<file path="src/rtl/button_auto_repeat_tracker_assert.svh">
// assertion macros shared by the tracker
`ifndef BUTTON_AUTO_REPEAT_TRACKER_ASSERT_SVH
`define BUTTON_AUTO_REPEAT_TRACKER_ASSERT_SVH

// same-cycle implication
`define BART_ASSERT_NOW(label, clk, rst, cond, expr, msg) \
   label: assert property (@(posedge clk) disable iff (rst) (cond) |-> (expr)) \
      else $error(msg);

// next-cycle implication
`define BART_ASSERT_NEXT(label, clk, rst, cond, expr, msg) \
   label: assert property (@(posedge clk) disable iff (rst) (cond) |=> (expr)) \
      else $error(msg);

`endif

</file>
<file path="src/rtl/bart_pkg.sv">
`timescale 1ns / 1ps

package bart_pkg;

   localparam int CHANNELS_DEF      = 4;
   localparam int DURATION_BITS_DEF = 24;

   localparam int PIN_BITS        = 4;
   localparam int QUERY_BITS      = 2;
   localparam int COUNT_BITS      = 3;
   localparam int REPEAT_BITS     = 16;
   localparam int THRESH_BITS     = 16;
   localparam int RESULT_DUR_BITS = 24;
   localparam int CSR_INDEX_BITS  = 2;
   localparam int CSR_DATA_BITS   = 16;

   localparam logic [THRESH_BITS-1:0] FIRST_DEF  = THRESH_BITS'(60);
   localparam logic [THRESH_BITS-1:0] SECOND_DEF = THRESH_BITS'(250);
   localparam logic [THRESH_BITS-1:0] STEADY_DEF = THRESH_BITS'(200);

   typedef enum logic [CSR_INDEX_BITS-1:0] {
      REG_ENABLE,
      REG_FIRST,
      REG_SECOND,
      REG_STEADY
   } csr_reg_type;

   typedef struct packed {
      logic [THRESH_BITS-1:0] first;
      logic [THRESH_BITS-1:0] second;
      logic [THRESH_BITS-1:0] steady;
   } thresholds_type;

   typedef struct packed {
      logic held;
      logic released;
      logic press_pulse;
      logic rel_pulse;
      logic rpt_pulse;
   } lane_flags_type;

   typedef struct packed {
      logic [PIN_BITS-1:0]        held_mask;
      logic [PIN_BITS-1:0]        released_mask;
      logic [PIN_BITS-1:0]        press_pulse_mask;
      logic [PIN_BITS-1:0]        release_pulse_mask;
      logic [PIN_BITS-1:0]        repeat_pulse_mask;
      logic [COUNT_BITS-1:0]      held_count;
      logic [REPEAT_BITS-1:0]     query_repeats;
      logic [RESULT_DUR_BITS-1:0] query_held_ticks;
      logic [RESULT_DUR_BITS-1:0] query_released_ticks;
   } rsp_item_type;

endpackage

</file>
<file path="src/rtl/bart_req_if.sv">
`timescale 1ns / 1ps

interface bart_req_if import bart_pkg::*; ();
   logic                  valid;
   logic                  ready;
   logic [PIN_BITS-1:0]   pin_levels;
   logic [QUERY_BITS-1:0] query_channel;

   modport source (output valid, output pin_levels, output query_channel, input ready);
   modport sink   (input valid, input pin_levels, input query_channel, output ready);
endinterface

</file>
<file path="src/rtl/bart_rsp_if.sv">
`timescale 1ns / 1ps

interface bart_rsp_if import bart_pkg::*; ();
   logic                       valid;
   logic                       ready;
   logic [PIN_BITS-1:0]        held_mask;
   logic [PIN_BITS-1:0]        released_mask;
   logic [PIN_BITS-1:0]        press_pulse_mask;
   logic [PIN_BITS-1:0]        release_pulse_mask;
   logic [PIN_BITS-1:0]        repeat_pulse_mask;
   logic [COUNT_BITS-1:0]      held_count;
   logic [REPEAT_BITS-1:0]     query_repeats;
   logic [RESULT_DUR_BITS-1:0] query_held_ticks;
   logic [RESULT_DUR_BITS-1:0] query_released_ticks;

   modport source (
      output valid, output held_mask, output released_mask, output press_pulse_mask,
      output release_pulse_mask, output repeat_pulse_mask, output held_count,
      output query_repeats, output query_held_ticks, output query_released_ticks,
      input ready
   );
   modport sink (
      input valid, input held_mask, input released_mask, input press_pulse_mask,
      input release_pulse_mask, input repeat_pulse_mask, input held_count,
      input query_repeats, input query_held_ticks, input query_released_ticks,
      output ready
   );
endinterface

</file>
<file path="src/rtl/button_auto_repeat_tracker.sv">
`timescale 1ns / 1ps
//  channel  direction  handshake          payload
//  req_if   in         valid / ready      pin_levels, query_channel
//  rsp_if   out        valid / ready      masks, held_count, query counters
//  csr_*    in         csr_wr_en only     csr_index, csr_data
//
//  one tick per cycle while req_if.ready is high; each tick's result is registered
//  per-channel lanes update in parallel, the merge stage folds them into one item
//  an output register plus one skid slot keep req_if ready while a result waits
//  req_if.ready drops only when both slots are full
//  synchronous reset restores the default thresholds with enable set and clears all lanes

module button_auto_repeat_tracker import bart_pkg::*; #(
   parameter int CHANNELS      = CHANNELS_DEF,
   parameter int DURATION_BITS = DURATION_BITS_DEF
) (
   input  logic                      clock,
   input  logic                      reset,
   bart_req_if.sink                  req_if,
   bart_rsp_if.source                rsp_if,
   input  logic                      csr_wr_en,
   input  logic [CSR_INDEX_BITS-1:0] csr_index,
   input  logic [CSR_DATA_BITS-1:0]  csr_data
);

`include "button_auto_repeat_tracker_assert.svh"

   logic           enable_ff, enable_in;
   thresholds_type thr_ff, thr_in;
   logic           thr_clear;
   logic           accept;

   lane_flags_type           lane_flags [CHANNELS];
   logic [REPEAT_BITS-1:0]   lane_rep   [CHANNELS];
   logic [DURATION_BITS-1:0] lane_held  [CHANNELS];
   logic [DURATION_BITS-1:0] lane_rel   [CHANNELS];

   rsp_item_type rsp_item;

   // register decode
   always_comb begin
      enable_in = enable_ff;
      thr_in    = thr_ff;
      thr_clear = 1'b0;
      if (csr_wr_en) begin
         unique case (csr_reg_type'(csr_index))
            REG_ENABLE: enable_in = csr_data[0];
            REG_FIRST: begin
               thr_in.first = csr_data[THRESH_BITS-1:0];
               thr_clear    = 1'b1;
            end
            REG_SECOND: begin
               thr_in.second = csr_data[THRESH_BITS-1:0];
               thr_clear     = 1'b1;
            end
            REG_STEADY: begin
               thr_in.steady = csr_data[THRESH_BITS-1:0];
               thr_clear     = 1'b1;
            end
         endcase
      end
   end

   always_ff @(posedge clock) begin
      if (reset) begin
         enable_ff     <= 1'b1;
         thr_ff.first  <= FIRST_DEF;
         thr_ff.second <= SECOND_DEF;
         thr_ff.steady <= STEADY_DEF;
      end else begin
         enable_ff <= enable_in;
         thr_ff    <= thr_in;
      end
   end

   assign accept = req_if.valid && req_if.ready;

   // one lane per channel; channels without a pin always read released
   for (genvar g = 0; g < CHANNELS; g++) begin : g_lane
      logic pin;
      if (g < PIN_BITS) begin : g_pin
         assign pin = req_if.pin_levels[g];
      end else begin : g_nopin
         assign pin = 1'b0;
      end

      bart_lane #(
         .DURATION_BITS (DURATION_BITS)
      ) u_lane (
         .clock      (clock),
         .reset      (reset),
         .accept     (accept),
         .clear      (thr_clear),
         .pin        (pin),
         .thresholds (thr_ff),
         .flags      (lane_flags[g]),
         .rep_count  (lane_rep[g]),
         .held_dur   (lane_held[g]),
         .rel_dur    (lane_rel[g])
      );
   end

   bart_merge #(
      .CHANNELS      (CHANNELS),
      .DURATION_BITS (DURATION_BITS)
   ) u_merge (
      .clock         (clock),
      .reset         (reset),
      .push          (accept),
      .enable        (enable_ff),
      .query_channel (req_if.query_channel),
      .flags         (lane_flags),
      .rep_count     (lane_rep),
      .held_dur      (lane_held),
      .rel_dur       (lane_rel),
      .out_ready     (rsp_if.ready),
      .in_ready      (req_if.ready),
      .out_valid     (rsp_if.valid),
      .out_item      (rsp_item)
   );

   assign rsp_if.held_mask            = rsp_item.held_mask;
   assign rsp_if.released_mask        = rsp_item.released_mask;
   assign rsp_if.press_pulse_mask     = rsp_item.press_pulse_mask;
   assign rsp_if.release_pulse_mask   = rsp_item.release_pulse_mask;
   assign rsp_if.repeat_pulse_mask    = rsp_item.repeat_pulse_mask;
   assign rsp_if.held_count           = rsp_item.held_count;
   assign rsp_if.query_repeats        = rsp_item.query_repeats;
   assign rsp_if.query_held_ticks     = rsp_item.query_held_ticks;
   assign rsp_if.query_released_ticks = rsp_item.query_released_ticks;

   // an empty output register means the skid slot is empty too
   `BART_ASSERT_NOW(a_ready_when_empty, clock, reset, !rsp_if.valid, req_if.ready,
                    "input not ready with empty output")

   // an item taken behind a stalled result fills the skid slot
   `BART_ASSERT_NEXT(a_skid_fills, clock, reset, accept && rsp_if.valid && !rsp_if.ready,
                     !req_if.ready, "skid slot not filled")

   // disabled ticks report all zero
   `BART_ASSERT_NEXT(a_disabled_zero, clock, reset, accept && !rsp_if.valid && !enable_ff,
                     rsp_if.held_mask == '0 && rsp_if.query_repeats == '0 &&
                     rsp_if.query_held_ticks == '0, "disabled item not zero")

endmodule

</file>
<file path="src/rtl/bart_lane.sv">
`timescale 1ns / 1ps

module bart_lane import bart_pkg::*; #(
   parameter int DURATION_BITS = DURATION_BITS_DEF
) (
   input  logic                     clock,
   input  logic                     reset,
   input  logic                     accept,
   input  logic                     clear,
   input  logic                     pin,
   input  thresholds_type           thresholds,
   output lane_flags_type           flags,
   output logic [REPEAT_BITS-1:0]   rep_count,
   output logic [DURATION_BITS-1:0] held_dur,
   output logic [DURATION_BITS-1:0] rel_dur
);

   logic                     held_ff, held_in;
   logic                     released_ff, released_in;
   logic [THRESH_BITS-1:0]   hold_cnt_ff, hold_cnt_in;
   logic [REPEAT_BITS-1:0]   rep_cnt_ff, rep_cnt_in;
   logic [DURATION_BITS-1:0] held_dur_ff, held_dur_in;
   logic [DURATION_BITS-1:0] rel_dur_ff, rel_dur_in;

   logic [THRESH_BITS-1:0]   hold_inc;
   logic [THRESH_BITS-1:0]   thr;
   logic                     rpt_hit;

   always_comb begin
      hold_inc = (hold_cnt_ff == '1) ? hold_cnt_ff : hold_cnt_ff + THRESH_BITS'(1);
      if (rep_cnt_ff == REPEAT_BITS'(0)) begin
         thr = thresholds.first;
      end else if (rep_cnt_ff == REPEAT_BITS'(1)) begin
         thr = thresholds.second;
      end else begin
         thr = thresholds.steady;
      end
      rpt_hit = (hold_inc >= thr);

      flags.press_pulse = 1'b0;
      flags.rel_pulse   = 1'b0;
      flags.rpt_pulse   = 1'b0;
      held_dur_in       = held_dur_ff;
      rel_dur_in        = rel_dur_ff;
      if (pin) begin
         flags.press_pulse = !held_ff;
         held_dur_in = !held_ff ? '0 :
                       (held_dur_ff == '1) ? held_dur_ff : held_dur_ff + DURATION_BITS'(1);
         held_in     = 1'b1;
         released_in = 1'b0;
         flags.rpt_pulse = rpt_hit;
         hold_cnt_in = rpt_hit ? '0 : hold_inc;
         rep_cnt_in  = (rpt_hit && rep_cnt_ff != '1) ? rep_cnt_ff + REPEAT_BITS'(1)
                                                     : rep_cnt_ff;
      end else begin
         flags.rel_pulse = held_ff;
         rel_dur_in = held_ff ? '0 :
                      (rel_dur_ff == '1) ? rel_dur_ff : rel_dur_ff + DURATION_BITS'(1);
         held_in     = 1'b0;
         released_in = 1'b1;
         hold_cnt_in = '0;
         rep_cnt_in  = '0;
      end
      flags.held     = held_in;
      flags.released = released_in;
   end

   assign rep_count = rep_cnt_in;
   assign held_dur  = held_dur_in;
   assign rel_dur   = rel_dur_in;

   always_ff @(posedge clock) begin
      if (reset) begin
         held_ff     <= 1'b0;
         released_ff <= 1'b0;
         hold_cnt_ff <= '0;
         rep_cnt_ff  <= '0;
         held_dur_ff <= '0;
         rel_dur_ff  <= '0;
      end else begin
         if (accept) begin
            held_ff     <= held_in;
            released_ff <= released_in;
            hold_cnt_ff <= hold_cnt_in;
            rep_cnt_ff  <= rep_cnt_in;
            held_dur_ff <= held_dur_in;
            rel_dur_ff  <= rel_dur_in;
         end
         // threshold write restarts every repeat sequence
         if (clear) begin
            hold_cnt_ff <= '0;
            rep_cnt_ff  <= '0;
         end
      end
   end

endmodule

</file>
<file path="src/rtl/bart_merge.sv">
`timescale 1ns / 1ps

module bart_merge import bart_pkg::*; #(
   parameter int CHANNELS      = CHANNELS_DEF,
   parameter int DURATION_BITS = DURATION_BITS_DEF
) (
   input  logic                     clock,
   input  logic                     reset,
   input  logic                     push,
   input  logic                     enable,
   input  logic [QUERY_BITS-1:0]    query_channel,
   input  lane_flags_type           flags     [CHANNELS],
   input  logic [REPEAT_BITS-1:0]   rep_count [CHANNELS],
   input  logic [DURATION_BITS-1:0] held_dur  [CHANNELS],
   input  logic [DURATION_BITS-1:0] rel_dur   [CHANNELS],
   input  logic                     out_ready,
   output logic                     in_ready,
   output logic                     out_valid,
   output rsp_item_type             out_item
);

   rsp_item_type item;
   logic         pop;

   logic         out_valid_ff, out_valid_in;
   rsp_item_type out_ff, out_in;
   logic         skid_valid_ff, skid_valid_in;
   rsp_item_type skid_ff, skid_in;

   // combine lane results into one item
   always_comb begin
      item = '0;
      for (int i = 0; i < CHANNELS; i++) begin
         if (i < PIN_BITS) begin
            item.held_mask[i]          = flags[i].held;
            item.released_mask[i]      = flags[i].released;
            item.press_pulse_mask[i]   = flags[i].press_pulse;
            item.release_pulse_mask[i] = flags[i].rel_pulse;
            item.repeat_pulse_mask[i]  = flags[i].rpt_pulse;
            item.held_count = item.held_count + COUNT_BITS'(flags[i].held);
         end
         if (i < (2 ** QUERY_BITS) && query_channel == QUERY_BITS'(i)) begin
            item.query_repeats        = rep_count[i];
            item.query_held_ticks     = RESULT_DUR_BITS'(held_dur[i]);
            item.query_released_ticks = RESULT_DUR_BITS'(rel_dur[i]);
         end
      end
      if (!enable) begin
         item = '0;
      end
   end

   // output register with a skid slot behind it
   assign pop      = out_valid_ff && out_ready;
   assign in_ready = !skid_valid_ff;

   always_comb begin
      out_valid_in  = out_valid_ff;
      out_in        = out_ff;
      skid_valid_in = skid_valid_ff;
      skid_in       = skid_ff;
      if (pop || !out_valid_ff) begin
         if (skid_valid_ff) begin
            out_valid_in  = 1'b1;
            out_in        = skid_ff;
            skid_valid_in = push;
            skid_in       = item;
         end else begin
            out_valid_in = push;
            out_in       = item;
         end
      end else if (push) begin
         skid_valid_in = 1'b1;
         skid_in       = item;
      end
   end

   always_ff @(posedge clock) begin
      if (reset) begin
         out_valid_ff  <= 1'b0;
         skid_valid_ff <= 1'b0;
      end else begin
         out_valid_ff  <= out_valid_in;
         skid_valid_ff <= skid_valid_in;
      end
      out_ff  <= out_in;
      skid_ff <= skid_in;
   end

   assign out_valid = out_valid_ff;
   assign out_item  = out_ff;

endmodule

</file>
<file path="src/flat_wrapper.sv">
// flat-port wrapper written by rule: the top's interface ports become plain ports
module button_auto_repeat_tracker_flat import bart_pkg::*;
#(
   parameter int CHANNELS      = CHANNELS_DEF,
   parameter int DURATION_BITS = DURATION_BITS_DEF
)
  (clock, reset, csr_wr_en, csr_index, csr_data, req_if_valid, req_if_pin_levels, req_if_query_channel, req_if_ready, rsp_if_valid, rsp_if_held_mask, rsp_if_released_mask, rsp_if_press_pulse_mask, rsp_if_release_pulse_mask, rsp_if_repeat_pulse_mask, rsp_if_held_count, rsp_if_query_repeats, rsp_if_query_held_ticks, rsp_if_query_released_ticks, rsp_if_ready);
  bart_req_if req_if_i ();
  bart_rsp_if rsp_if_i ();
  input  logic clock;
  input  logic reset;
  input  logic csr_wr_en;
  input  logic [CSR_INDEX_BITS-1:0] csr_index;
  input  logic [CSR_DATA_BITS-1:0] csr_data;
  input wire logic [$bits(req_if_i.valid)-1:0] req_if_valid;
  input wire logic [$bits(req_if_i.pin_levels)-1:0] req_if_pin_levels;
  input wire logic [$bits(req_if_i.query_channel)-1:0] req_if_query_channel;
  output wire logic [$bits(req_if_i.ready)-1:0] req_if_ready;
  output wire logic [$bits(rsp_if_i.valid)-1:0] rsp_if_valid;
  output wire logic [$bits(rsp_if_i.held_mask)-1:0] rsp_if_held_mask;
  output wire logic [$bits(rsp_if_i.released_mask)-1:0] rsp_if_released_mask;
  output wire logic [$bits(rsp_if_i.press_pulse_mask)-1:0] rsp_if_press_pulse_mask;
  output wire logic [$bits(rsp_if_i.release_pulse_mask)-1:0] rsp_if_release_pulse_mask;
  output wire logic [$bits(rsp_if_i.repeat_pulse_mask)-1:0] rsp_if_repeat_pulse_mask;
  output wire logic [$bits(rsp_if_i.held_count)-1:0] rsp_if_held_count;
  output wire logic [$bits(rsp_if_i.query_repeats)-1:0] rsp_if_query_repeats;
  output wire logic [$bits(rsp_if_i.query_held_ticks)-1:0] rsp_if_query_held_ticks;
  output wire logic [$bits(rsp_if_i.query_released_ticks)-1:0] rsp_if_query_released_ticks;
  input wire logic [$bits(rsp_if_i.ready)-1:0] rsp_if_ready;
  assign req_if_i.valid = req_if_valid;
  assign req_if_i.pin_levels = req_if_pin_levels;
  assign req_if_i.query_channel = req_if_query_channel;
  assign req_if_ready = req_if_i.ready;
  assign rsp_if_valid = rsp_if_i.valid;
  assign rsp_if_held_mask = rsp_if_i.held_mask;
  assign rsp_if_released_mask = rsp_if_i.released_mask;
  assign rsp_if_press_pulse_mask = rsp_if_i.press_pulse_mask;
  assign rsp_if_release_pulse_mask = rsp_if_i.release_pulse_mask;
  assign rsp_if_repeat_pulse_mask = rsp_if_i.repeat_pulse_mask;
  assign rsp_if_held_count = rsp_if_i.held_count;
  assign rsp_if_query_repeats = rsp_if_i.query_repeats;
  assign rsp_if_query_held_ticks = rsp_if_i.query_held_ticks;
  assign rsp_if_query_released_ticks = rsp_if_i.query_released_ticks;
  assign rsp_if_i.ready = rsp_if_ready;
  button_auto_repeat_tracker #(.CHANNELS(CHANNELS), .DURATION_BITS(DURATION_BITS)) u_core (.clock(clock), .reset(reset), .req_if(req_if_i), .rsp_if(rsp_if_i), .csr_wr_en(csr_wr_en), .csr_index(csr_index), .csr_data(csr_data));
endmodule
</file>
<file path="config.mk">
export PLATFORM = sky130hd
export DESIGN_NAME = button_auto_repeat_tracker_flat
export DESIGN_NICKNAME = d
export VERILOG_FILES = /design/src/rtl/bart_pkg.sv /design/src/rtl/bart_req_if.sv /design/src/rtl/bart_rsp_if.sv /design/src/rtl/button_auto_repeat_tracker.sv /design/src/rtl/bart_lane.sv /design/src/rtl/bart_merge.sv /design/src/flat_wrapper.sv
export VERILOG_INCLUDE_DIRS = /design/src /design/src/rtl
export SDC_FILE = /design/constraint.sdc
export NUM_CORES = 2
export LEC_CHECK = 0
export ABC_AREA = 0
export BUFFER_PORTS_ARGS = -buffer_cell sky130_fd_sc_hd__buf_2
export CAP_MARGIN = 5
export CORE_UTILIZATION = 35
export CTS_BUF_LIST = sky130_fd_sc_hd__clkbuf_4 sky130_fd_sc_hd__clkbuf_8
export DETAILED_ROUTE_END_ITERATION = 8
export GPL_ROUTABILITY_DRIVEN = 0
export PLACE_DENSITY = 0.62
export SYNTH_ARGS = -nofsm -noshare
export SYNTH_HDL_FRONTEND = slang
export SYNTH_HIERARCHICAL = 1
export SYNTH_SLANG_ARGS = --single-unit
</file>
<file path="constraint.sdc">
create_clock -name clock -period 7.15 [get_ports clock]
set_input_delay 0 -clock clock [delete_from_list [all_inputs] [get_ports clock]]
set_output_delay 0 -clock clock [all_outputs]
set_load 0.05 [all_outputs]
</file>
==> impl_metrics.csv <==
group,metric,value,unit
power,power.density,182,nW/um2
logic_synthesis,synth_edf_count,174,
floorplan,io_pins,118,
logic_synthesis,postSynthAreaPerCell,8.83,um2
clock_network,clockBufferDepth,3,
cells_and_area,final_common_cell,"nor2_1",
floorplan,num_rows,118,
floorplan,core_area,104000,um2
timing,fin_crit_sh,83.5,%
timing,fin_setup_tns,0,ps
floorplan,die_y,326,um
cells_and_area,final_cell_mix,"467 x nor2_1, 373 x dfxtp_1, 233 x nand2_1",
cells_and_area,area_growth,10.6,%
logic_synthesis,synth_nets,4271,
global_route,grt_start_max_net_pins,87,
route,viasPerCell,5.82,
route,drt_wl_total,117000,um
power,peakVddDrop,0.145,mV
logic_synthesis,synth.cell_area,36700,um2
setup_path,cpPeakStageDelay,800,ps
timing,finalHoldViolations,0,
global_route,grt_pass1_wl,180000,um
floorplan,start_util,35.4,%
power,cellInternalPower,5350,uW
route,drt_iter0_markers,3280,
power,switchingPower,2010,uW
global_route,grt_use_total,21.3,%
power,swShare,27.3,%
timing,fin_skew,28.8,ps
setup_path,path_cells,"or4_1, nor4_2, nand2_1, mux2i_1, a21oi_1, ha_1, nand2b_1, a2111oi_0, o311ai_2, nor2_1, buf_4, or3_1, a21oi_1, mux4_2, and2_2",
power,seqPwrFrac,45.7,%
clock_network,worst_skew_pair.late_latency,750,ps
logic_synthesis,ys_ff_latch,549,
placed_design,portBuffers,117,
setup_path,slowest_stage,"nor2_1",
clock_network,htree_levels,3,
run,maxCapViolations,0,
floorplan,fp.dieW,326,um
setup_path,cp.required,7620,ps
logic_synthesis,yosysUniqueCellTypes,82,
cells_and_area,num-nets-final,4295,
floorplan,die_area,106000,um2
setup_path,end_kind,"flop",
clock_network,cts_tree,"yes",
timing,post-route-min-period,5970,ps
setup_path,critPathKind,"flop to flop",
route,vias,32900,
timing,worst_pin_slew,1190,ps
logic_synthesis,synth_flop_cell,"dfxtp_1",
clock_network,cts_root_buf,"clkbuf_8",
clock_network,cts_setup_buffers,0,
setup_path,arrival,6450,ps
worst_hold_path,worstHoldPathType,"primary input to flop",
timing,slew_headroom,19.5,%
cells_and_area,layout-drive-gt1-share,14.7,%
setup_path,crit_top_cell,"a21oi_1",
logic_synthesis,ys_async_sr_fraction,0,%
route,ant_nets,0,
logic_synthesis,yosys_warnings,6,
logic_synthesis,yosysSeqAreaShare,34.7,%
timing,rsz0062_at_grt,"false",
timing,max_freq,0.167,GHz
setup_path,crit_path_start_kind,"flop",
global_route,grt_overflow_total,0,
placed_design,post-dp-hpwl,80800,um
power,p_leak,0.0141,uW
timing,setup_viol,0,
route,wire_per_inst,20.7,um
global_route,antenna_found_initial,8,
logic_synthesis,syn_inst,4151,
timing,maxSlewViolCount,0,
power,clkPwrFrac,44.9,%
power,pwr-share-comb,9.4,%
outcome,outcome,"finished, final reports clean",
clock_network,cts.clk_slew.worst_paths,60,ps
clock_network,cts_made_buffers,96,
setup_path,path_max_fanout,16,
timing,holdWs,128,ps
global_route,grt_pass1_vias,30100,
route,drc_errors,0,
power,power,7360,uW
clock_network,cts_sinks,549,
route,first_pass_iters,5,
[per-stage QoR]
stage               cells  setup slack [ps]  area (um2)  util [%]
finish               5640              1180       40600      39.1
global placement     5418              1310       38000      36.7
floorplan            4151              1850       36700         -
detailed placement   5418              1270       38000      36.7
CTS                  5638              1270       40600      39.1
global route         5640               905       40600      39.1
[area by class of cell]
type,count,area [um2]
fillers,10500,63100
flip-flops and latches,549,12700
repair buffers,207,1370
multi-input cells,3243,22300
well taps,1380,1730
clock inverters,43,465
diodes,2,5.00
clock buffers,138,1710
inverters,78,295
[path summary, 6_finish.rpt]
path                                                        startpoint                                      to  slack, ps  cells past startpoint
worst max-delay path            u_core/g_lane[0].u_lane/rep_cnt_ff[15]              u_core/u_merge/skid_ff[61]       1180                     15
worst min-delay path                                       csr_data[4]                       u_core/thr_ff[36]        130                      4
worst max register to register  u_core/g_lane[0].u_lane/rep_cnt_ff[15]              u_core/u_merge/skid_ff[61]       1180                     15
worst min register to register  u_core/g_lane[3].u_lane/rel_dur_ff[23]  u_core/g_lane[3].u_lane/rel_dur_ff[23]        520                      2
[worst max-delay path, delay by kind of cell (launching register included)]
kind            cells  cell delay (ps)
compound gates      4             1130
fa+ha+maj           1              250
buf+inv             1              300
flops               1              380
mux                 2              720
simple gates        7             2920
[state kept, by name (all words and copies together), names as in the netlist]
register and cells:
u_core/enable_ff 1, u_core/g_lane.u_lane/held_dur_ff 96, u_core/g_lane.u_lane/held_ff 4, u_core/g_lane.u_lane/hold_cnt_ff 64, u_core/g_lane.u_lane/rel_dur_ff 96, u_core/g_lane.u_lane/rep_cnt_ff 64
u_core/thr_ff 48, u_core/u_merge/out_item 87, u_core/u_merge/out_valid 1, u_core/u_merge/skid_ff 87, u_core/u_merge/skid_valid_ff 1
[kinds of logic after synthesis]
kind of cell    Yosys count  share of synthesized area [%]
xor+xnor                276                           6.59
flops                   549                           34.7
fa+ha+maj                91                           3.13
buf+inv                 359                           4.64
compound gates          860                           15.9
simple gates           1744                           25.1
mux                     272                           9.96
[power groups by stage]
stage	Clock [uW]	Combinational, uW	Sequential [uW]
after floorplan	0	336	3540
after global placement	0	665	3430
after detailed placement	0	670	3430
after CTS	3380	688	3360
after global routing	3530	734	3370
final	3310	691	3360
[timing repair]
item                                    in CTS  in global routing
resized for setup                            0                  0
hold buffers                                39                  0
endpoints found under the hold margin       95                  0
endpoints found under the setup margin       0                  0
[layer usage]
metal  GRT usage [%]  share of wire [%]  wire length [um]  vias to the layer above
met5               0              0.011                13                        -
met1            30.2                 46             53300                    15900
met2            32.7                 44             51200                     1205
li1                -                  -                 -                    15500
met3            3.28                7.3              8520                      218
met4            7.25                3.1              3660                        2
[cells in the mapped netlist (all sizes together), types with 64 or more instances]
cell type | count | area (um2)
a31oi | 80 | 500
mux2i | 117 | 1170
or3 | 156 | 976
o21ai | 198 | 991
a21oi | 205 | 1060
mux4 | 64 | 1460
nand3 | 225 | 1150
nand4 | 124 | 776
clkbuf | 165 | 621
nor2 | 467 | 1750
a22o | 96 | 841
ha | 90 | 1130
inv | 65 | 244
nand2 | 233 | 875
and2 | 128 | 875
and3 | 77 | 483
edfxtp | 174 | 5230
xor2 | 120 | 1050
nor3 | 77 | 430
nand2b | 70 | 438
buf | 116 | 787
xnor2 | 156 | 1370
dfxtp | 375 | 7510
mux2 | 91 | 1020
Power figures use the tool's default switching activity.
